--- src/sv/assert_macros.svh ---
// ---------------------------------------------------------------------------
// Assertion macros
// Concurrent assertion wrappers, empty when SYNTHESIS is set.
// ---------------------------------------------------------------------------
`ifndef ASSERT_MACROS_SVH
`define ASSERT_MACROS_SVH
`ifndef SYNTHESIS
`define PMHR_ASSERT(lbl, clk, rst_n, prop) \
    lbl: assert property (@(posedge clk) disable iff (!rst_n) prop) \
        else $error("assertion failed");
`define PMHR_ASSERT_NEXT(lbl, clk, rst_n, pre, post) \
    lbl: assert property (@(posedge clk) disable iff (!rst_n) (pre) |=> (post)) \
        else $error("assertion failed");
`else
`define PMHR_ASSERT(lbl, clk, rst_n, prop)
`define PMHR_ASSERT_NEXT(lbl, clk, rst_n, pre, post)
`endif
`endif

--- src/sv/pmhr_pkg.sv ---
// ---------------------------------------------------------------------------
// Hop reply classifier package
// Shared constants, pipeline stage types and mask helper.
// ---------------------------------------------------------------------------
package pmhr_pkg;

    localparam int TABLE_ENTRIES = 16;
    localparam int IDX_W = 4;
    localparam int CNT_W = 5;

    localparam logic [3:0] VER_V4 = 4'd4;
    localparam logic [3:0] VER_V6 = 4'd6;
    localparam logic [3:0] IHL_MIN = 4'd5;
    localparam logic [7:0] VER_MASK = 8'hf0;
    localparam logic [7:0] PROTO_ICMP = 8'd1;
    localparam logic [7:0] PROTO_TCP = 8'd6;
    localparam logic [7:0] PROTO_ICMP6 = 8'd58;
    localparam logic [7:0] ECHO_V4 = 8'd8;
    localparam logic [7:0] ECHO_V6 = 8'd128;
    localparam logic [7:0] FLAG_SYN = 8'h02;
    localparam logic [31:0] LOW32 = 32'hffffffff;

    localparam logic [2:0] KIND_NONE = 3'd0;
    localparam logic [2:0] KIND_TIME = 3'd1;
    localparam logic [2:0] KIND_ECHO = 3'd2;
    localparam logic [2:0] KIND_RST = 3'd3;
    localparam logic [2:0] KIND_UNREACH = 3'd4;

    typedef struct packed {
        logic        op;
        logic [7:0]  first_byte;
        logic [63:0] addr_hi;
        logic [63:0] addr_lo;
        logic [7:0]  hop_limit;
        logic [7:0]  next_proto;
        logic [7:0]  icmp_type;
        logic [7:0]  tcp_flags;
        logic [31:0] tcp_seq;
        logic [3:0]  entry_index;
        logic        entry_family;
        logic [7:0]  entry_prefix;
    } t_item;

    typedef struct packed {
        logic        valid;
        logic        found;
        logic        is_v6;
        logic [63:0] base_hi;
        logic [63:0] base_lo;
        logic [63:0] dst_hi;
        logic [63:0] dst_lo;
        logic [7:0]  hop;
        logic [7:0]  proto;
        logic [7:0]  itype;
        logic [7:0]  flags;
        logic [31:0] seq;
    } t_s1;

    typedef struct packed {
        logic        valid;
        logic        found;
        logic        is_v6;
        logic        in_range;
        logic [63:0] time_hi;
        logic [63:0] time_lo;
        logic [63:0] dst_hi;
        logic [63:0] dst_lo;
        logic [7:0]  proto;
        logic [7:0]  itype;
        logic [7:0]  flags;
        logic [31:0] seq;
    } t_s2;

    function automatic logic [63:0] top_mask64(input logic [7:0] n);
        logic [63:0] m;
        if (n == 8'd0) begin
            m = 64'd0;
        end else if (n >= 8'd64) begin
            m = ~64'd0;
        end else begin
            m = ~64'd0 << (8'd64 - n);
        end
        return m;
    endfunction

endpackage

--- src/sv/pmhr_reply.sv ---
// ---------------------------------------------------------------------------
// Reply select stage
// Picks the reply kind and drives the output register.
// ---------------------------------------------------------------------------
`include "assert_macros.svh"
module pmhr_reply (
    input  logic               i_clk,
    input  logic               i_rst_n,
    input  logic               i_en,
    input  pmhr_pkg::t_s2      i_s2,
    output logic               o_valid,
    output logic [2:0]         o_kind,
    output logic               o_is_v6,
    output logic [63:0]        o_src_hi,
    output logic [63:0]        o_src_lo,
    output logic [31:0]        o_ack
);

    logic        r_valid;
    logic [2:0]  r_kind;
    logic        r_is_v6;
    logic [63:0] r_src_hi;
    logic [63:0] r_src_lo;
    logic [31:0] r_ack;
    logic [2:0]  n_kind;
    logic        n_is_v6;
    logic [63:0] n_src_hi;
    logic [63:0] n_src_lo;
    logic [31:0] n_ack;

    always_comb begin
        logic echo;
        echo = i_s2.is_v6
             ? (i_s2.proto == pmhr_pkg::PROTO_ICMP6 && i_s2.itype == pmhr_pkg::ECHO_V6)
             : (i_s2.proto == pmhr_pkg::PROTO_ICMP && i_s2.itype == pmhr_pkg::ECHO_V4);
        n_kind = pmhr_pkg::KIND_NONE;
        n_ack = 32'd0;
        n_src_hi = i_s2.dst_hi;
        n_src_lo = i_s2.dst_lo;
        if (!i_s2.in_range) begin
            n_kind = pmhr_pkg::KIND_TIME;
            n_src_hi = i_s2.time_hi;
            n_src_lo = i_s2.time_lo;
        end else if (echo) begin
            n_kind = pmhr_pkg::KIND_ECHO;
        end else if (i_s2.proto == pmhr_pkg::PROTO_TCP) begin
            if (i_s2.flags == pmhr_pkg::FLAG_SYN) begin
                n_kind = pmhr_pkg::KIND_RST;
                n_ack = i_s2.seq + 32'd1;
            end
        end else begin
            n_kind = pmhr_pkg::KIND_UNREACH;
        end
        if (!i_s2.found) begin
            n_kind = pmhr_pkg::KIND_NONE;
        end
        n_is_v6 = i_s2.is_v6;
        if (n_kind == pmhr_pkg::KIND_NONE) begin
            n_is_v6 = 1'b0;
            n_src_hi = 64'd0;
            n_src_lo = 64'd0;
            n_ack = 32'd0;
        end
    end

    always_ff @(posedge i_clk) begin
        if (!i_rst_n) begin
            r_valid <= 1'b0;
        end else if (i_en) begin
            r_valid <= i_s2.valid;
        end
    end

    always_ff @(posedge i_clk) begin
        if (i_en) begin
            r_kind <= n_kind;
            r_is_v6 <= n_is_v6;
            r_src_hi <= n_src_hi;
            r_src_lo <= n_src_lo;
            r_ack <= n_ack;
        end
    end

    assign o_valid = r_valid;
    assign o_kind = r_kind;
    assign o_is_v6 = r_is_v6;
    assign o_src_hi = r_src_hi;
    assign o_src_lo = r_src_lo;
    assign o_ack = r_ack;

    `PMHR_ASSERT(a_none_zero, i_clk, i_rst_n, (r_valid && r_kind == pmhr_pkg::KIND_NONE) |-> (!r_is_v6 && r_src_hi == 64'd0 && r_src_lo == 64'd0))
    `PMHR_ASSERT(a_ack_rst_only, i_clk, i_rst_n, (r_valid && r_kind != pmhr_pkg::KIND_RST) |-> (r_ack == 32'd0))
    `PMHR_ASSERT_NEXT(a_not_found, i_clk, i_rst_n, (i_en && i_s2.valid && !i_s2.found), (r_kind == pmhr_pkg::KIND_NONE))

endmodule
--- config.mk ---
export PLATFORM = sky130hd
export DESIGN_NAME = pmhr_reply
export DESIGN_NICKNAME = d
export VERILOG_FILES = /design/src/sv/pmhr_pkg.sv /design/src/sv/pmhr_reply.sv
export VERILOG_INCLUDE_DIRS = /design/src /design/src/sv
export SDC_FILE = /design/constraint.sdc
export NUM_CORES = 1
export LEC_CHECK = 0
export ABC_AREA = 0
export BUFFER_PORTS_ARGS = -buffer_cell sky130_fd_sc_hd__buf_2
export CORE_AREA = 4 4 186 188
export DETAILED_ROUTE_END_ITERATION = 6
export DIE_AREA = 0 0 190 192
export GPL_ROUTABILITY_DRIVEN = 0
export PLACE_DENSITY = 0.6
export SETUP_SLACK_MARGIN = 0.4
export SLEW_MARGIN = 20
export SYNTH_ARGS = -nofsm -noshare
export SYNTH_HDL_FRONTEND = slang
export SYNTH_SLANG_ARGS = --single-unit
--- constraint.sdc ---
create_clock -name i_clk -period 2 [get_ports i_clk]
set_clock_uncertainty 0.2 [all_clocks]
set_input_delay 0.4 -clock i_clk [delete_from_list [all_inputs] [get_ports i_clk]]
set_output_delay 0.4 -clock i_clk [all_outputs]
set_load 0.02 [all_outputs]
# Yosys cells after proc, flatten, opt, wreduce, memory -nomap -nowiden
# Index checks and enable logic that the tools add are counted.
# word_totals
ff_bits,165
latchBits,0
ram_bits,0
mem_bits_ro,0
in_bits,319
output_inout_bits,165
wordCells,28
mem_count,0
# op_classes
addsub,1
mul,0
div_mod_pow,0
magnitude_cmp,0
n_eq_ne,6
shift,0
n_mux,8
bitwise_logic,3
n_reduce_logical,4
# ops
cell,count
64-bit two-way mux,2
32-bit by 1-bit adder with 32-bit output (second input constant),1
3-bit two-way mux,4
8-bit by 1-bit == test with 1-bit output (second input constant),1
8-bit by 2-bit == test with 1-bit output (second input constant),1
8-bit by 3-bit == test with 1-bit output (second input constant),1
8-bit by 4-bit == test with 1-bit output (second input constant),1
8-bit by 6-bit == test with 1-bit output (second input constant),1
8-bit == test (second input constant),1
5-bit OR reduction,1
3-bit logical NOT,1
1-bit inverter,3
1-bit logical AND,2
2-bit two-way mux,1
1-bit two-way mux,1

# Depth between registers and ports, before layout
# logic_depth
word_depth,8
mapped_depth,6
ltp_nobuf,5

# Worst setup path after synthesis
# Ideal clock, no wire load.
# synth_timing
path_type,input-to-reg
startpoint,input i_s2[53] (netlist bit)
endpoint,"register r_src_hi[26], in the netlist o_src_hi[26], data pin"
arrival_time_ns,1.633
setup_slack_ns,-0.090
cell_stages,6
path_buffers,2
cell_sequence,nor3_1 -> nand2_1 -> o41ai_1 -> buf_2 -> buf_2 -> nor2_1
# synth_via
elab_chain_cells,7
word_cells_on_any_way,11
classes_between,eq/ne: 3; mux: 5; reduce/logical: 3
# synth_lines
element,line_no,source
"start, declared",pmhr_reply.sv:10,"input pmhr_pkg::t_s2 i_s2,"
8-bit by 1-bit == test with 1-bit output / 8-bit by 6-bit == test with 1-bit output (equally long branches),"pmhr_reply.sv:35, pmhr_reply.sv:34",
"1-bit logical AND, on equally long branches","pmhr_reply.sv:35, pmhr_reply.sv:34",
1-bit two-way mux,pmhr_reply.sv:34,? (i_s2.proto == pmhr_pkg::PROTO_ICMP6 && i_s2.itype == pmhr_pkg::ECHO_V6)
3-bit two-way mux (*),pmhr_reply.sv:44,end else if (echo) begin
3-bit two-way mux (*),pmhr_reply.sv:40,if (!i_s2.in_range) begin
3-bit two-way mux (*),pmhr_reply.sv:54,if (!i_s2.found) begin
3-bit logical NOT (*),pmhr_reply.sv:58,if (n_kind == pmhr_pkg::KIND_NONE) begin
"end signal, assigned",pmhr_reply.sv:78,r_src_hi <= n_src_hi;
"end, declared",pmhr_reply.sv:22,logic [63:0] r_src_hi;
# Mark *: on every way between the ends. The rest lies on a longest branch, timed or not.
# A chain may end at the register's enable or synchronous reset.

# Worst setup path after layout
# layout_timing
startpoint,input i_s2[39] (netlist bit)
endpoint,"register r_src_lo[57], in the netlist o_src_lo[57], data pin"
# layout_via
elab_chain_cells,7
# layout_lines
element,line_no,source
8-bit by 2-bit == test with 1-bit output,pmhr_reply.sv:47,if (i_s2.flags == pmhr_pkg::FLAG_SYN) begin
2-bit two-way mux,pmhr_reply.sv:47,
3-bit two-way mux,pmhr_reply.sv:46,end else if (i_s2.proto == pmhr_pkg::PROTO_TCP) begin
3-bit two-way mux,pmhr_reply.sv:44,
3-bit two-way mux,pmhr_reply.sv:40,
3-bit two-way mux,pmhr_reply.sv:54,
3-bit logical NOT,pmhr_reply.sv:58,
"end signal, assigned",pmhr_reply.sv:79,r_src_lo <= n_src_lo;
"end, declared",pmhr_reply.sv:23,logic [63:0] r_src_lo;
# No other way between the ends.

==> impl_metrics.json <==
{
  "ys_seq_area_share_pct": 62.5,
  "final_max_slew_viol_count": 0,
  "drt_first_pass_iters": 6,
  "worstPathCellList": "buf_6 -> nor4_4 -> and4b_2 -> o41ai_4 -> buf_4 -> buf_12 -> buf_16 -> nor2_1",
  "synth_nets": 945,
  "design_power_total_uw": 9700,
  "grt_max_degree": 56,
  "final_util_pct": 41.3,
  "p_leak_uw": 0.00596,
  "grt_pass1_vias": 7188,
  "vdd_drop_max_mv": 0.519,
  "cp.required_ps": 1990,
  "cts_sinks": 165,
  "dieWidth_um": 190,
  "met1_usage_pct": 16.5,
  "critical_path.slowest_cell": "o41ai_4",
  "drc_errors": 0,
  "rows": 67,
  "worst_hold_slack_ps": 38.0,
  "grt_pass1_wl_um": 40700,
  "setup_ws_ps": 196,
  "clk_latency_ps": 430,
  "endpoint_kind": "flip-flop",
  "dp_hpwl_um": 22900,
  "area_growth_pct": 72.7,
  "path_max_fanout": 24,
  "fill_cells": 3154,
  "synth_cell_types": 37,
  "synth_edf_count": 164,
  "slew_headroom_pct": 71.1,
  "timing.final.crit_share_pct": 90.2,
  "synth-seq-cells": 165,
  "status": "finished clean",
  "fin_crit_ps": 1800,
  "io_buffers": 483,
  "core_area_um2": 33100,
  "hold_viol_final": 0,
  "ant_nets": 0,
  "viasPerCell": 4.36,
  "cap_violations": 0,
  "clockRootBuffer": "clkbuf_16",
  "final_layout_size_suffix_gt1_share_pct": 57.5,
  "cpPeakStageDelay_ps": 410,
  "met2_usage_pct": 26.2,
  "h-tree-depth": 4,
  "ys.flop_type": "edfxtp_1",
  "busiest_layer": "met2",
  "num_vias": 7160,
  "nNetsFinal": 1500,
  "rsz0062_at_grt": "true",
  "grtUsageTotal_pct": 14.8,
  "syn-cell-area_um2": 7910,
  "design.die.area_um2": 36500,
  "synth.avg_cell_area_um2": 12.7,
  "ioPinCount": 484,
  "pre_cts_slack_ps": -333,
  "initial_core_util_pct": 23.9,
  "fmax_ghz": 0.554,
  "die_h_um": 192,
  "ys_async_sr_fraction_pct": 0,
  "start_kind": "input port",
  "numCtsBuffers": 17,
  "antenna_found_initial": 2,
  "clk_path_buf_depth": 2,
  "wirelength_um": 30100,
  "setup_viol": 0,
  "use_met3_pct": 5.87,
  "first_iter_violations": 303,
  "ys.warnings.count": 0,
  "syn-instance-count": 625,
  "n_antenna_cell": 0,
  "power_density_nw_per_um2": 710,
  "tritoncts": "built",
  "grt.overflow.total": 0,
  "tightest_slew_ps": 422,
  "clkSlewWorstSetupHoldPaths_ps": 70,
  "routedWlPerCell_um": 18.3,
  "path_class": "in -> reg",
  "critPathBufInv": 4,
  "path_delay_family": "buffers and inverters",
  "hp-class": "in -> reg",
  "cp.arrival_ps": 1790
}
[per-layer routing]
metal	part of all wire, %	vias up
met5	0.090	-
met4	1.5	4
met3	9.3	35
met2	52	323
met1	37	3358
li1	-	3440
[worst register-to-register path, stage by stage (launching register included)]
cell and delay [ps]:
dfxtp_1 310, mux2i_1 120, nor2b_1 60
[kinds of logic (layout without fill, tap and decap cells)]
family | after synthesis | in the layout | synth area share, %
simple gates | 234 | 234 | 14.0
flops | 165 | 165 | 62.5
buf+inv | 46 | 614 | 2.63
mux | 129 | 129 | 16.3
xor+xnor | 14 | 14 | 1.55
fa+ha+maj | 1 | 1 | 0.158
compound gates | 36 | 36 | 2.80
[state kept, by name, indices dropped and copies added (netlist names)]
| signal | cells |
|---|---|
| o_is_v6 | 1 |
| o_ack | 32 |
| o_src_hi | 64 |
| o_kind | 3 |
| o_valid | 1 |
| o_src_lo | 64 |
[synth_stat cells (all sizes together) (2+ instances only)]
master / number / share of area (%)
mux2i: 129 / 16
buf: 19 / 1.3
nand2: 13 / 0.62
nor3: 3 / 0.19
nor4: 6 / 0.47
o31ai: 13 / 1.2
clkbuf: 20 / 0.95
a21oi: 17 / 1.1
xnor2: 7 / 0.78
nor2: 148 / 7.0
and3: 2 / 0.16
and4b: 3 / 0.38
or3: 2 / 0.16
nand3: 17 / 1.1
o21ai: 3 / 0.19
and4: 4 / 0.44
xor2: 7 / 0.78
nand4: 13 / 1.3
edfxtp: 164 / 62
inv: 7 / 0.33
or4: 16 / 1.5
[worst paths after layout]
path                   from           end  slack, ps  depth (start not counted)
hold reg to reg     o_valid       o_valid        330                          2
setup / recovery   i_s2[39]  o_src_lo[57]        200                          8
setup reg to reg    o_valid       o_valid       1210                          2
hold / removal    i_s2[315]       o_valid         40                          3
[where the power goes]
group | internal [uW] | switching [uW] | leakage (uW)
sequential | 4110 | 127 | 0.00158
clock | 1870 | 1500 | 0.000288
combinational | 1020 | 1060 | 0.00409
total | 7000 | 2690 | 0.00596
[final cells by class]
class	instances	area [um^2]	share of cell area (%)
tap	448	561	4.10
clock inverter	15	169	1.24
multi-input combinational	414	3150	23.1
sequential	165	4940	36.2
inverter	7	26.3	0.192
timing repair buffer	575	4380	32.1
clock buffer	17	425	3.11
[stage by stage]
step	TNS (ps)	instance area, um^2	instances
final	0	13700	1641
after CTS	0	12800	1631
after floorplan	0	8030	625
after detailed placement	-36600	11500	1597
after global routing	0	13700	1641
after global placement	-24560	11500	1597
[what timing repair did]
action                     CTS  global route
setup endpoints to repair  291           317
hold endpoints to repair     1             0
pin swaps                    0            28
resized for setup          218           215
hold buffers                 1             0
setup buffers                1             5
cloned                       0             5
[placed cells by master, fill, tap and decap left out, drive strengths merged, types with 5 or more instances in the layout]
master | netlist | final
buf | 19 | 570
edfxtp | 164 | 164
nor2 | 148 | 148
mux2i | 129 | 129
clkbuf | 20 | 21
nand3 | 17 | 17
a21oi | 17 | 17
or4 | 16 | 16
nand2 | 13 | 13
o31ai | 13 | 13
nand4 | 13 | 13
inv | 7 | 13
xnor2 | 7 | 7
xor2 | 7 | 7
nor4 | 6 | 6
clkinv | 0 | 5
(Power assumes the default switching activity.)
