File: src/sv/assert_macros.svh
// ---------------------------------------------------------------------------
// Assertion macros
// Concurrent assertion wrappers, empty when SYNTHESIS is set.
// ---------------------------------------------------------------------------
`ifndef ASSERT_MACROS_SVH
`define ASSERT_MACROS_SVH
`ifndef SYNTHESIS
`define PMHR_ASSERT(lbl, clk, rst_n, prop) \
    lbl: assert property (@(posedge clk) disable iff (!rst_n) prop) \
        else $error("assertion failed");
`define PMHR_ASSERT_NEXT(lbl, clk, rst_n, pre, post) \
    lbl: assert property (@(posedge clk) disable iff (!rst_n) (pre) |=> (post)) \
        else $error("assertion failed");
`else
`define PMHR_ASSERT(lbl, clk, rst_n, prop)
`define PMHR_ASSERT_NEXT(lbl, clk, rst_n, pre, post)
`endif
`endif

File: src/sv/pmhr_pkg.sv
// ---------------------------------------------------------------------------
// Hop reply classifier package
// Shared constants, pipeline stage types and mask helper.
// ---------------------------------------------------------------------------
package pmhr_pkg;

    localparam int TABLE_ENTRIES = 16;
    localparam int IDX_W = 4;
    localparam int CNT_W = 5;

    localparam logic [3:0] VER_V4 = 4'd4;
    localparam logic [3:0] VER_V6 = 4'd6;
    localparam logic [3:0] IHL_MIN = 4'd5;
    localparam logic [7:0] VER_MASK = 8'hf0;
    localparam logic [7:0] PROTO_ICMP = 8'd1;
    localparam logic [7:0] PROTO_TCP = 8'd6;
    localparam logic [7:0] PROTO_ICMP6 = 8'd58;
    localparam logic [7:0] ECHO_V4 = 8'd8;
    localparam logic [7:0] ECHO_V6 = 8'd128;
    localparam logic [7:0] FLAG_SYN = 8'h02;
    localparam logic [31:0] LOW32 = 32'hffffffff;

    localparam logic [2:0] KIND_NONE = 3'd0;
    localparam logic [2:0] KIND_TIME = 3'd1;
    localparam logic [2:0] KIND_ECHO = 3'd2;
    localparam logic [2:0] KIND_RST = 3'd3;
    localparam logic [2:0] KIND_UNREACH = 3'd4;

    typedef struct packed {
        logic        op;
        logic [7:0]  first_byte;
        logic [63:0] addr_hi;
        logic [63:0] addr_lo;
        logic [7:0]  hop_limit;
        logic [7:0]  next_proto;
        logic [7:0]  icmp_type;
        logic [7:0]  tcp_flags;
        logic [31:0] tcp_seq;
        logic [3:0]  entry_index;
        logic        entry_family;
        logic [7:0]  entry_prefix;
    } t_item;

    typedef struct packed {
        logic        valid;
        logic        found;
        logic        is_v6;
        logic [63:0] base_hi;
        logic [63:0] base_lo;
        logic [63:0] dst_hi;
        logic [63:0] dst_lo;
        logic [7:0]  hop;
        logic [7:0]  proto;
        logic [7:0]  itype;
        logic [7:0]  flags;
        logic [31:0] seq;
    } t_s1;

    typedef struct packed {
        logic        valid;
        logic        found;
        logic        is_v6;
        logic        in_range;
        logic [63:0] time_hi;
        logic [63:0] time_lo;
        logic [63:0] dst_hi;
        logic [63:0] dst_lo;
        logic [7:0]  proto;
        logic [7:0]  itype;
        logic [7:0]  flags;
        logic [31:0] seq;
    } t_s2;

    function automatic logic [63:0] top_mask64(input logic [7:0] n);
        logic [63:0] m;
        if (n == 8'd0) begin
            m = 64'd0;
        end else if (n >= 8'd64) begin
            m = ~64'd0;
        end else begin
            m = ~64'd0 << (8'd64 - n);
        end
        return m;
    endfunction

endpackage

File: src/sv/pmhr_range.sv
// ---------------------------------------------------------------------------
// Hop range stage
// Forms base plus hop and checks the destination against the hop window.
// ---------------------------------------------------------------------------
module pmhr_range (
    input  logic               i_clk,
    input  logic               i_rst_n,
    input  logic               i_en,
    input  pmhr_pkg::t_s1      i_s1,
    output pmhr_pkg::t_s2      o_s2
);

    pmhr_pkg::t_s2 r_s2;
    pmhr_pkg::t_s2 n_s2;

    always_comb begin
        logic [31:0] b;
        logic [31:0] d;
        logic [31:0] top;
        b = i_s1.base_lo[31:0];
        d = i_s1.dst_lo[31:0];
        top = b + {24'd0, i_s1.hop};
        n_s2.valid = i_s1.valid;
        n_s2.found = i_s1.found;
        n_s2.is_v6 = i_s1.is_v6;
        n_s2.in_range = (b <= d) && (top >= d);
        n_s2.time_hi = i_s1.is_v6 ? i_s1.base_hi : 64'd0;
        n_s2.time_lo = i_s1.is_v6 ? {i_s1.base_lo[63:32], top} : {32'd0, top};
        n_s2.dst_hi = i_s1.is_v6 ? i_s1.dst_hi : 64'd0;
        n_s2.dst_lo = i_s1.is_v6 ? i_s1.dst_lo : {32'd0, d};
        n_s2.proto = i_s1.proto;
        n_s2.itype = i_s1.itype;
        n_s2.flags = i_s1.flags;
        n_s2.seq = i_s1.seq;
    end

    always_ff @(posedge i_clk) begin
        if (!i_rst_n) begin
            r_s2.valid <= 1'b0;
        end else if (i_en) begin
            r_s2 <= n_s2;
        end
    end

    assign o_s2 = r_s2;

endmodule

File: config.mk
export PLATFORM = sky130hd
export DESIGN_NAME = pmhr_range
export DESIGN_NICKNAME = d
export VERILOG_FILES = /design/src/sv/assert_macros.svh /design/src/sv/pmhr_pkg.sv /design/src/sv/pmhr_range.sv
export SDC_FILE = /design/constraint.sdc
export NUM_CORES = 1
export LEC_CHECK = 0
export BUFFER_PORTS_ARGS = -buffer_cell sky130_fd_sc_hd__buf_2
export CORE_AREA = 2 2 253 255
export DETAILED_ROUTE_END_ITERATION = 8
export DIE_AREA = 0 0 255 257
export GPL_ROUTABILITY_DRIVEN = 0
export SETUP_SLACK_MARGIN = 0.2
export SLEW_MARGIN = 20
export SYNTH_ARGS = -nofsm -noshare
export SYNTH_HDL_FRONTEND = slang
export SYNTH_SLANG_ARGS = --single-unit
File: constraint.sdc
create_clock -name i_clk -period 9.5 [get_ports i_clk]
set_input_delay 0.95 -clock i_clk [delete_from_list [all_inputs] [get_ports i_clk]]
set_output_delay 0.95 -clock i_clk [all_outputs]
set_load 0.05 [all_outputs]
# Word-level counts from Yosys, hierarchy flattened
# Cells that the tools add are included.
# W data, S select, Z words.
totals:
  register_bits: 316
  in_bits: 326
  out_inout_bits: 316
op_classes:
  n_reduce_logical: 2
  order_cmp: 2
  add_sub_neg: 1
op_table:
  columns: ["op", "n"]
  rows:
  - ["$add A32 B8 Y32", 1]
  - ["$ge A32 B32 Y1", 1]
  - ["$le A32 B32 Y1", 1]
  - ["$reduce_and A2 Y1", 1]
  - ["$logic_and A1 B1 Y1", 1]

# Logic depth before layout (Yosys ltp)
# Gate-level depths: netlist of run 1.
depth:
  ltp_word: 3
  mapped_depth: 15

# Worst setup path after synthesis of run 1
# Ideal clock, no wire load.
synth_timing:
  kind: "input to register"
  start: "in i_en"
  end: "reg r_s2, in the netlist o_s2[0] (enable)"
  arrival_time_ns: 8.051
  setup_ns: 0.715
  t_required_ns: 8.785
  path_buffers: 0
  stages: 1
  slack_ns: 0.734
  cell_sequence: "and2_1"
synth_via:
  elab_chain_len: 1
synth_rtl:
  columns: ["item", "line_no", "source"]
  rows:
  - ["start: declaration", "pmhr_range.sv:8", "input logic i_en,"]
  - ["$reduce_and A2 Y1 (no line)", null, null]
  - ["end signal: assignment", "pmhr_range.sv:41", "r_s2 <= n_s2;"]
  - ["end: declaration", "pmhr_range.sv:13", "pmhr_pkg::t_s2 r_s2;"]
# No other way between the ends.
# A chain may end at the register's enable or synchronous reset.

==> results of run 1 <==
## worst max-delay path: stages
cell and delay, ps:
buf_2 100, ha_1 230, fa_1 410, a21o_1 200, a21oi_1 380, o21ai_0 240, nand3_2 300, nor3_2 90
xor2_1 160, ha_1 320, a21oi_1 160, nand2_1 70, a221oi_1 250, nor3_1 80, nor3_1 200, a22oi_1 100
## where the power goes
part / switching [W] / leakage, nW / internal, W
Combinational: 0.000527 / 4.14 / 0.000174
Clock: 0.000602 / 0.611 / 0.000868
Sequential: 0.0000254 / 2.84 / 0.00164
## worst paths after layout
check             startpoint   endpoint  slack [ps]  cells past startpoint
setup / recovery    i_s1[56]  o_s2[312]        5530                     16
hold / removal     o_s2[315]  o_s2[315]         540                      2
setup reg to reg   o_s2[315]  o_s2[315]        8890                      2
hold reg to reg    o_s2[315]  o_s2[315]         540                      2
## stage by stage
step | hold WS [ps] | total power (W) | util | setup WS, ps
global placement | 498 | 0.00240 | 0.275 | 5020
CTS | 522 | 0.00391 | 0.295 | 5550
finish | 544 | 0.00384 | 0.295 | 5530
floorplan | 743 | 0.00218 | - | 734
global route | 532 | 0.00400 | 0.295 | 5240
detailed placement | 524 | 0.00241 | 0.275 | 4970
## metal layers
layer | routed length (um) | track usage
met1 | 17100 | 0.144
met2 | 25100 | 0.260
met3 | 4400 | 0.0512
met4 | 2530 | 0.0763
met5 | 120 | 0
## kinds of logic (layout without fill, tap and decap cells)
logic type	count (synthesis)	in the layout	synth area share
AO/OA/AOI/OAI	63	63	0.0292
XOR/XNOR	30	30	0.0202
adder cells (fa/ha/maj)	73	73	0.0707
buffers and inverters	60	749	0.0179
flip-flops	316	316	0.727
multiplexers	1	1	0.000768
other	0	8	0
AND/OR/NAND/NOR	286	286	0.134
## layout make-up
class                      count  area, sq um  share of cell area
clock inverter                21          234              0.0126
clock buffer                  46         1000              0.0541
sequential                   316         9480               0.512
multi-input combinational    453         3320               0.180
inverter                      37          139             0.00750
tap                          846         1060              0.0572
timing repair buffer         645         3250               0.176
antenna                        8         20.0             0.00108
## cell usage in the layout, fill, tap and decap left out, types with 2 or more instances in the layout
cell type and n:
a211o_1 2, a211oi_1 3, a21o_1 4, a21oi_1 28, and2_1 194, and3_1 6
and4_1 3, buf_2 640, buf_4 4, bufinv_16 4, clkbuf_1 7, clkbuf_16 39
clkinv_1 4, clkinv_2 7, clkinv_4 2, diode_2 8, edfxtp_1 315, ha_1 72
inv_1 37, inv_6 3, nand2_1 19, nand3_1 14, nand4_1 17, nor2_1 12
nor2b_1 3, nor3_1 4, nor3b_2 4, nor4_1 2, o211ai_1 2, o21ai_0 14
xnor2_1 21, xor2_1 9
==> impl_results.rst, run 1 <==
.. list-table::
   :header-rows: 1

   * - Metric
     - Value
   * - Post-Layout Inst Area
     - 18500 sq um
   * - Clock period minus final worst setup slack
     - 3970 ps
   * - TritonCTS clock tree
     - yes
   * - Post-layout instance count excluding filler cells
     - 2372
   * - Unrepaired setup endpoints after global routing
     - no
   * - Max cap viols
     - 0
   * - Post-synth top area cell
     - edfxtp_1
   * - Synthesized netlist cell count
     - 829
   * - Mean routed wirelength per cell
     - 20.8 um
   * - Number of flip-flops and latches in the synthesized netlist
     - 316
   * - Post-CTS Setup Inserts
     - 0
   * - Starting Density
     - 0.208
   * - Commonest cells post-synth
     - edfxtp_1 (315), and2_1 (195), ha_1 (72)
   * - Num CTS Buffers
     - 39
   * - DP Wirelength
     - 39.4 mm
   * - Largest register FFs
     - 316
   * - Critical path fanouts, max
     - 8
   * - H-tree depth
     - 2
   * - Library cell with the highest instance count after synthesis
     - edfxtp_1
   * - Worst setup skew after layout
     - 0 ps
   * - Root buffer cell
     - clkbuf_16
   * - First-pass GRT wire length
     - 68.0 mm
   * - Share of the synthesized area in the top cell type
     - 0.726
   * - Leading register cell type out of synthesis
     - edfxtp_1
   * - Maximum vdd ir drop
     - 0.127 mV
   * - Sort of element at the start of the critical path
     - input pin
   * - Achievable frequency
     - 252 MHz
   * - Post-DRT Antenna Nets
     - 0
   * - Required time at the worst-slack endpoint
     - 9780 ps
   * - Die Y-Extent
     - 257 um
   * - Run status
     - finished clean
   * - GR Util All Layers
     - 0.144
   * - Port Buffer Count
     - 641
   * - Number of synthesized flops with an enable pin
     - 315
   * - Number of filler instances in the final layout
     - 6457
   * - Final hold violation count
     - 0
   * - Std-Cell Core Area
     - 62700 sq um
   * - Detailed Route Iter0 Violations
     - 574
   * - CP Data Arrival Time
     - 4250 ps
   * - Clk pin slew, worst setup/hold paths
     - 60 ps
   * - Total nets after synthesis
     - 1228
   * - Pin count of the biggest net entering global routing
     - 163
   * - Largest cells by area after synthesis
     - edfxtp_1 (73%), and2_1 (9.4%), ha_1 (6.9%)
   * - Unique masters post-synth
     - 44
   * - Yosys warning count
     - 0
   * - Layout area overhead
     - 42.0%
   * - Vias in the first global route
     - 9961
   * - Avg Inst Size Synth
     - 15.7 sq um
   * - Count of instances resized after the clock tree is built
     - 0
   * - Tcrit/Tclk final
     - 0.418
   * - Transition time at the pin with the least slew margin
     - 1060 ps
   * - Die boundary width
     - 255 um
   * - Slew Limit Headroom
     - 0.293
   * - Total Die Area
     - 65500 sq um
   * - Row count
     - 92
   * - Detailed-route vias per instance
     - 3.98
   * - FFs w/ async S/R, synth
     - 0
   * - Kind of path behind the tightest hold check
     - reg2reg
   * - Dpl cells
     - 2297
   * - Power density over the cells
     - 208 nW/um^2
   * - Clock Latency Late Sink
     - 540 ps
   * - Leakage power of the design
     - 7.59 nW
   * - Clock buffer depth
     - 3
   * - Final setup violation count
     - 0
   * - Antenna violations before repair
     - 23
   * - Share of cells above drive strength 1
     - 0.468
   * - Global route overflow
     - 0
   * - Number of hold buffers added after cts
     - 0
   * - Clock tree sinks
     - 316
   * - Residual DRC
     - 0
   * - Share of synthesized area occupied by flip-flops and latches
     - 0.727
   * - Setup CP Type
     - in2reg
   * - Count of vias placed by the detailed router
     - 9443
   * - Fin nets
     - 1891
   * - Placed Instance Area
     - 17300 sq um
   * - Final Slew Violations
     - 0
   * - Routed WL
     - 49.3 mm
   * - Critical path capture point type
     - flop
   * - Setup TNS
     - 0 ps
   * - I/O pin cnt
     - 642
   * - Post-synthesis instance area
     - 13000 sq um
   * - Iteration count of the initial detailed-routing pass
     - 4
(Power assumes the default switching activity.)
==> inputs of run 2 (changes only) <==
Clock period 9.5 ns to 3.6 ns, I/O delays scaled along.
==> impl_results.rst, run 2 (synthesis results as in run 1) <==
.. list-table::
   :header-rows: 1

   * - Metric
     - Value
   * - Run status
     - finished clean (unchanged)
   * - CP Data Arrival Time
     - 3520 ps (was 4250 ps)
   * - Share of cells above drive strength 1
     - 0.458 (was 0.468)
   * - Highest-count cells in the layout ignoring fill and taps
     - buf_2 (640), edfxtp_1 (315), and2_1 (194) (unchanged)
   * - Maximum vdd ir drop
     - 0.369 mV (was 0.127 mV)
   * - Std-Cell Core Area
     - 62700 sq um (unchanged)
   * - Setup TNS
     - 0 ps (unchanged)
   * - Critical path capture point type
     - flop (unchanged)
   * - Clock tree sinks
     - 316 (unchanged)
   * - Slew Limit Headroom
     - 0.298 (was 0.293)
   * - Final setup violation count
     - 0 (unchanged)
   * - CP max-delay cell
     - fa_1 (unchanged)
   * - Worst hold slack across all endpoints
     - 42.9 ps (was 544 ps)
   * - Post-Layout Inst Area
     - 19700 sq um (was 18500 sq um)
   * - Final Slew Violations
     - 0 (unchanged)
   * - Kind of path behind the tightest hold check
     - in2reg (was reg2reg)
   * - Count of vias placed by the detailed router
     - 9976 (was 9443)
   * - I/O pin cnt
     - 642 (unchanged)
   * - Clock period minus final worst setup slack
     - 3140 ps
   * - Commonest non-fill, non-tap cell in the layout
     - buf_2 (unchanged)
   * - Critical path fanouts, max
     - 5 (was 8)
   * - H-tree depth
     - 2 (unchanged)
   * - Required time at the worst-slack endpoint
     - 3980 ps (was 9780 ps)
   * - Post-route core utilization
     - 0.313 (was 0.295)
   * - Placed Instance Area
     - 17600 sq um (was 17300 sq um)
   * - First-pass GRT wire length
     - 67.2 mm (was 68.0 mm)
   * - Starting Density
     - 0.208 (unchanged)
   * - Number of filler instances in the final layout
     - 6296 (was 6457)
   * - Critical hold path startpoint
     - i_s1[68] (was o_s2[315])
   * - Ordered list of cells on the worst path
     - buf_2 > ha_1 > fa_1 > a21o_1 > a21oi_1 > buf_4 > o21ai_1 > nand3_2 > buf_4 > buf_4 > nor3b_2 > xor2_1 > ha_1 > nand4_1 > nor3_1 > buf_4 > o31ai_1 > a22oi_1 (was buf_2 > ha_1 > fa_1 > a21o_1 > a21oi_1 > o21ai_0 > nand3_2 > nor3_2 > xor2_1 > ha_1 > a21oi_1 > nand2_1 > a221oi_1 > nor3_1 > nor3_1 > a22oi_1)
   * - Num CTS Buffers
     - 38 (was 39)
   * - Leakage power of the design
     - 8.13 nW (was 7.59 nW)
   * - TritonCTS clock tree
     - yes (unchanged)
   * - Detailed Route Iter0 Violations
     - 593 (was 574)
   * - Row count
     - 92 (unchanged)
   * - Total power of the final layout
     - 0.0102 W (was 0.00384 W)
   * - Total Die Area
     - 65500 sq um (unchanged)
   * - Routed WL
     - 48.6 mm (was 49.3 mm)
   * - Most used cell, CP
     - buf_4
   * - Detailed-route vias per instance
     - 4.00 (was 3.98)
   * - Unrepaired setup endpoints after global routing
     - no (unchanged)
   * - Fin nets
     - 2011 (was 1891)
   * - GR Util All Layers
     - 0.141 (was 0.144)
   * - Crit Reg-Reg Startpoint
     - o_s2[315] (unchanged)
   * - Achievable frequency
     - 319 MHz
   * - Max cap viols
     - 0 (unchanged)
   * - Clk pin slew, worst setup/hold paths
     - 60 ps (about the same)
   * - Post-CTS Setup Inserts
     - 0 (unchanged)
   * - Iteration count of the initial detailed-routing pass
     - 4 (unchanged)
   * - Clock buffer depth
     - 3 (unchanged)
   * - Vias in the first global route
     - 10361 (was 9961)
   * - Residual DRC
     - 0 (unchanged)
   * - Mean routed wirelength per cell
     - 19.5 um (was 20.8 um)
   * - Critical path's top delay family
     - adder cells (was compound AO/OA/AOI/OAI gates)
   * - Tcrit/Tclk final
     - 0.872
   * - Root buffer cell
     - clkbuf_16 (unchanged)
   * - Port Buffer Count
     - 641 (unchanged)
   * - Critical Path Max Stage Delay
     - 410 ps (about the same)
   * - Post-DRT Antenna Nets
     - 0 (unchanged)
   * - Largest register FFs
     - 316 (unchanged)
   * - Clock Latency Late Sink
     - 540 ps (about the same)
   * - Worst setup skew after layout
     - 0 ps (unchanged)
   * - Die Y-Extent
     - 257 um (unchanged)
   * - Global route overflow
     - 0 (unchanged)
   * - DP Wirelength
     - 38.5 mm (was 39.4 mm)
   * - Critical Path Start
     - i_s1[56] (unchanged)
   * - Final hold violation count
     - 0 (unchanged)
   * - Layout area overhead
     - 50.9% (was 42.0%)
   * - Setup CP Type
     - in2reg (unchanged)
   * - Antenna violations before repair
     - 17 (was 23)
   * - Transition time at the pin with the least slew margin
     - 1050 ps (was 1060 ps)
   * - Sort of element at the start of the critical path
     - input pin (unchanged)
   * - WP buf/inv
     - 5 (was 1)
   * - Power density over the cells
     - 517 nW/um^2 (was 208 nW/um^2)
   * - Die boundary width
     - 255 um (unchanged)
   * - Pin count of the biggest net entering global routing
     - 84 (was 163)
## run 2: cell types whose count changed in the layout (fill, tap and decap cells not counted), sizes merged
| cell | change |
|---|---|
| clkinvlp | +1 |
| clkinv | +1 |
| diode | +3 |
| dlygate4sd3 | +81 |
| inv | -1 |
| buf | +40 |
| bufinv | -1 |
## run 2: metrics by stage
| stage | worst slack [ps] | std cells |
|---|---|---|
| after floorplan | 404 | 829 |
| after global placement | -135 | 2337 |
| after detailed placement | -218 | 2337 |
| after CTS | 383 | 2485 |
| after global routing | 252 | 2491 |
| final | 462 | 2496 |
## run 2: layout make-up
cell class              count  area (sq um)  area share
diodes                     11          27.5     0.00140
clock buffers              46          1000      0.0510
clock inverters            21           208      0.0106
inverters                  37           139     0.00706
multi-input cells         453          3320       0.169
flip-flops and latches    316          9480       0.482
well taps                 846          1060      0.0538
repair buffers            766          4430       0.225
## run 2: path summary, 6_finish.rpt
path / to / slack (ps) / depth (start not counted)
worst max-delay path: o_s2[312] / 460 / 18
worst min register to register: o_s2[315] / 530 / 2
worst max register to register: o_s2[315] / 3010 / 2
worst min-delay path: o_s2[60] / 40 / 1
## run 2: per-layer routing
metal / track usage / part of all wire
met1: 0.145 / 0.36
met2: 0.255 / 0.52
met3: 0.0423 / 0.079
met4: 0.0707 / 0.047
met5: 0 / 0.0020
## run 2: worst register-to-register path, delay by kind of cell (launching register included)
family | cells | cell delay, ps
DFF | 1 | 310
muxes | 1 | 120
and+or+nand+nor | 1 | 60
## run 2: what timing repair did
item                                    4_1_cts  5_1_grt
hold endpoints to repair                     81        0
resized for setup                             0        1
hold buffers                                 81        0
endpoints found under the setup margin        0        1
## run 2: power by group
group / internal (W) / total, W / switching, W / leakage [nW]
Clock: 0.00221 / 0.00379 / 0.00158 / 0.596
Sequential: 0.00434 / 0.00441 / 0.0000752 / 2.84
Combinational: 0.000559 / 0.00197 / 0.00141 / 4.70
Total: 0.00711 / 0.0102 / 0.00306 / 8.13
==> inputs of run 3 (changes only) <==
Settings changed: HOLD_SLACK_MARGIN set to 0.08.
==> impl_results.rst, run 3 (synthesis results as in run 1) <==
.. list-table::
   :header-rows: 1

   * - Metric
     - Value
   * - TritonCTS clock tree
     - yes (unchanged)
   * - WP buf/inv
     - 3 (was 5)
   * - Count of vias placed by the detailed router
     - 10596 (was 9976)
   * - Die Y-Extent
     - 257 um (unchanged)
   * - Number of cell instances on the worst register-to-register path
     - 3 (was 2)
   * - I/O pin cnt
     - 642 (unchanged)
   * - Crit Reg-Reg Startpoint
     - o_s2[315] (unchanged)
   * - Die boundary width
     - 255 um (unchanged)
   * - Worst hold slack across all endpoints
     - 111 ps (was 42.9 ps)
   * - Clk pin slew, worst setup/hold paths
     - 60 ps (about the same)
   * - Pin count of the biggest net entering global routing
     - 84 (unchanged)
   * - Critical Path Max Stage Delay
     - 410 ps (about the same)
   * - Root buffer cell
     - clkbuf_16 (unchanged)
   * - Critical hold path startpoint
     - i_s1[118] (was i_s1[68])
   * - Starting Density
     - 0.208 (unchanged)
   * - Post-layout instance count excluding filler cells
     - 2649 (was 2496)
   * - Tcrit/Tclk final
     - 0.883 (was 0.872)
   * - Num CTS Buffers
     - 38 (unchanged)
   * - Routed WL
     - 50.6 mm (was 48.6 mm)
   * - Antenna violations before repair
     - 17 (unchanged)
   * - Total Die Area
     - 65500 sq um (unchanged)
   * - Sort of element at the start of the critical path
     - input pin (unchanged)
   * - GR Util All Layers
     - 0.147 (was 0.141)
   * - Setup CP Type
     - in2reg (unchanged)
   * - DP Wirelength
     - 38.5 mm (unchanged)
   * - Critical path's top delay family
     - compound AO/OA/AOI/OAI gates (was adder cells)
   * - Maximum vdd ir drop
     - 0.345 mV (was 0.369 mV)
   * - Fin nets
     - 2164 (was 2011)
   * - Slew Limit Headroom
     - 0.299 (was 0.298)
   * - Vias in the first global route
     - 11325 (was 10361)
   * - End point of the most critical hold path
     - o_s2[110] (was o_s2[60])
   * - Transition time at the pin with the least slew margin
     - 1050 ps (about the same)
   * - Iteration count of the initial detailed-routing pass
     - 4 (unchanged)
   * - Worst setup skew after layout
     - 0 ps (unchanged)
   * - Clock Latency Late Sink
     - 540 ps (about the same)
   * - H-tree depth
     - 2 (unchanged)
   * - CP max-delay cell
     - fa_1 (unchanged)
   * - DP Worst Slack
     - -218 ps (unchanged)
   * - Critical path capture point type
     - flop (unchanged)
   * - Final hold violation count
     - 0 (unchanged)
   * - Critical path fanouts, max
     - 5 (unchanged)
   * - Post-CTS Setup Inserts
     - 0 (unchanged)
   * - First-pass GRT wire length
     - 70.7 mm (was 67.2 mm)
   * - Post-Layout Inst Area
     - 21200 sq um (was 19700 sq um)
   * - CP Data Arrival Time
     - 3450 ps (was 3520 ps)
   * - Capture point of the worst reg-to-reg path
     - o_s2[315] (unchanged)
   * - Mean routed wirelength per cell
     - 19.1 um (was 19.5 um)
   * - Post-DRT Antenna Nets
     - 0 (unchanged)
   * - Detailed-route vias per instance
     - 4.00 (about the same)
   * - Port Buffer Count
     - 641 (unchanged)
   * - Number of filler instances in the final layout
     - 6106 (was 6296)
   * - Worst setup slack for register-to-register paths
     - 2450 ps (was 3010 ps)
   * - Required time at the worst-slack endpoint
     - 3870 ps (was 3980 ps)
   * - Final worst setup slack
     - 423 ps (was 462 ps)
   * - Clock buffer depth
     - 3 (unchanged)
   * - Std-Cell Core Area
     - 62700 sq um (unchanged)
   * - Unrepaired setup endpoints after global routing
     - no (unchanged)
   * - Global route overflow
     - 0 (unchanged)
   * - Largest register FFs
     - 316 (unchanged)
   * - Clock tree sinks
     - 316 (unchanged)
   * - Ordered list of cells on the worst path
     - buf_2 > ha_1 > fa_1 > a21o_1 > a21oi_1 > buf_4 > o21ai_1 > nand3_2 > buf_4 > nor3b_2 > xor2_1 > ha_1 > nand2_1 > nor2_1 > a211oi_1 > o21ai_0 > nor3_1 > a22oi_1 (was buf_2 > ha_1 > fa_1 > a21o_1 > a21oi_1 > buf_4 > o21ai_1 > nand3_2 > buf_4 > buf_4 > nor3b_2 > xor2_1 > ha_1 > nand4_1 > nor3_1 > buf_4 > o31ai_1 > a22oi_1)
   * - Commonest non-fill, non-tap cell in the layout
     - buf_2 (unchanged)
   * - Worst Hold Depth
     - 2 (was 1)
   * - Final setup violation count
     - 0 (unchanged)
   * - Placed Instance Area
     - 17600 sq um (unchanged)
   * - Final Slew Violations
     - 0 (unchanged)
   * - Max cap viols
     - 0 (unchanged)
   * - Detailed Route Iter0 Violations
     - 606 (was 593)
   * - Sequential cell area
     - 9480 sq um (unchanged)
   * - Run status
     - finished clean (unchanged)
   * - Highest-count cells in the layout ignoring fill and taps
     - buf_2 (640), edfxtp_1 (315), dlygate4sd3_1 (234) (was buf_2 (640), edfxtp_1 (315), and2_1 (194))
   * - Setup TNS
     - 0 ps (unchanged)
   * - Row count
     - 92 (unchanged)
   * - Residual DRC
     - 0 (unchanged)
   * - Combined area of the multi-input logic cells
     - 3320 sq um (unchanged)
   * - Kind of path behind the tightest hold check
     - in2reg (unchanged)
   * - Achievable frequency
     - 315 MHz (was 319 MHz)
   * - Clock period minus final worst setup slack
     - 3180 ps (was 3140 ps)
   * - Dpl cells
     - 2337 (unchanged)
   * - Share of cells above drive strength 1
     - 0.419 (was 0.458)
   * - Layout area overhead
     - 62.6% (was 50.9%)
   * - Leakage power of the design
     - 8.77 nW (was 8.13 nW)
   * - Power density over the cells
     - 487 nW/um^2 (was 517 nW/um^2)
==> run 3: changes by cell type in the layout (fill, tap and decap cells not counted) <==
cell and delta:
dlygate4sd3_1 +153
==> run 3: what timing repair did <==
item,CTS,global route
setup endpoints to repair,0,1
gates resized for setup,0,1
hold buffers,234,0
endpoints found under the hold margin,233,0
==> run 3: layout make-up <==
| class | count | area share |
|---|---|---|
| antenna | 11 | 0.00130 |
| clock buffer | 46 | 0.0473 |
| clock inverter | 21 | 0.00980 |
| inverter | 37 | 0.00655 |
| multi-input combinational | 453 | 0.157 |
| sequential | 316 | 0.447 |
| tap | 846 | 0.0499 |
| timing repair buffer | 919 | 0.281 |
==> run 3: worst max-delay path by stage <==
stage	slack (ps)	cells after the start	end	startpoint
floorplan	400	15	o_s2[312]	i_s1[56]
global placement	-130	18	o_s2[312]	i_s1[56]
detailed placement	-220	18	o_s2[312]	i_s1[56]
CTS	380	18	o_s2[312]	i_s1[56]
global route	250	18	o_s2[312]	i_s1[56]
finish	420	18	o_s2[312]	i_s1[56]
==> run 3: power by group <==
group / switching [W] / internal, W
Combinational: 0.00144 / 0.000668
Sequential: 0.0000779 / 0.00434
Clock: 0.00158 / 0.00221
Total: 0.00310 / 0.00722
==> run 3: through the flow <==
stage / power [W] / util
after floorplan: 0.00571 / -
after global placement: 0.00637 / 0.281
after detailed placement: 0.00639 / 0.281
after CTS: 0.0105 / 0.337
after global routing: 0.0107 / 0.338
final: 0.0103 / 0.338
==> run 3: layer usage <==
| metal | vias up | track usage | part of all wire |
|---|---|---|---|
| li1 | 4929 | - | - |
| met1 | 5074 | 0.148 | 0.36 |
| met2 | 474 | 0.268 | 0.51 |
| met3 | 109 | 0.0433 | 0.074 |
| met4 | 10 | 0.0793 | 0.055 |
| met5 | - | 0 | 0.0014 |
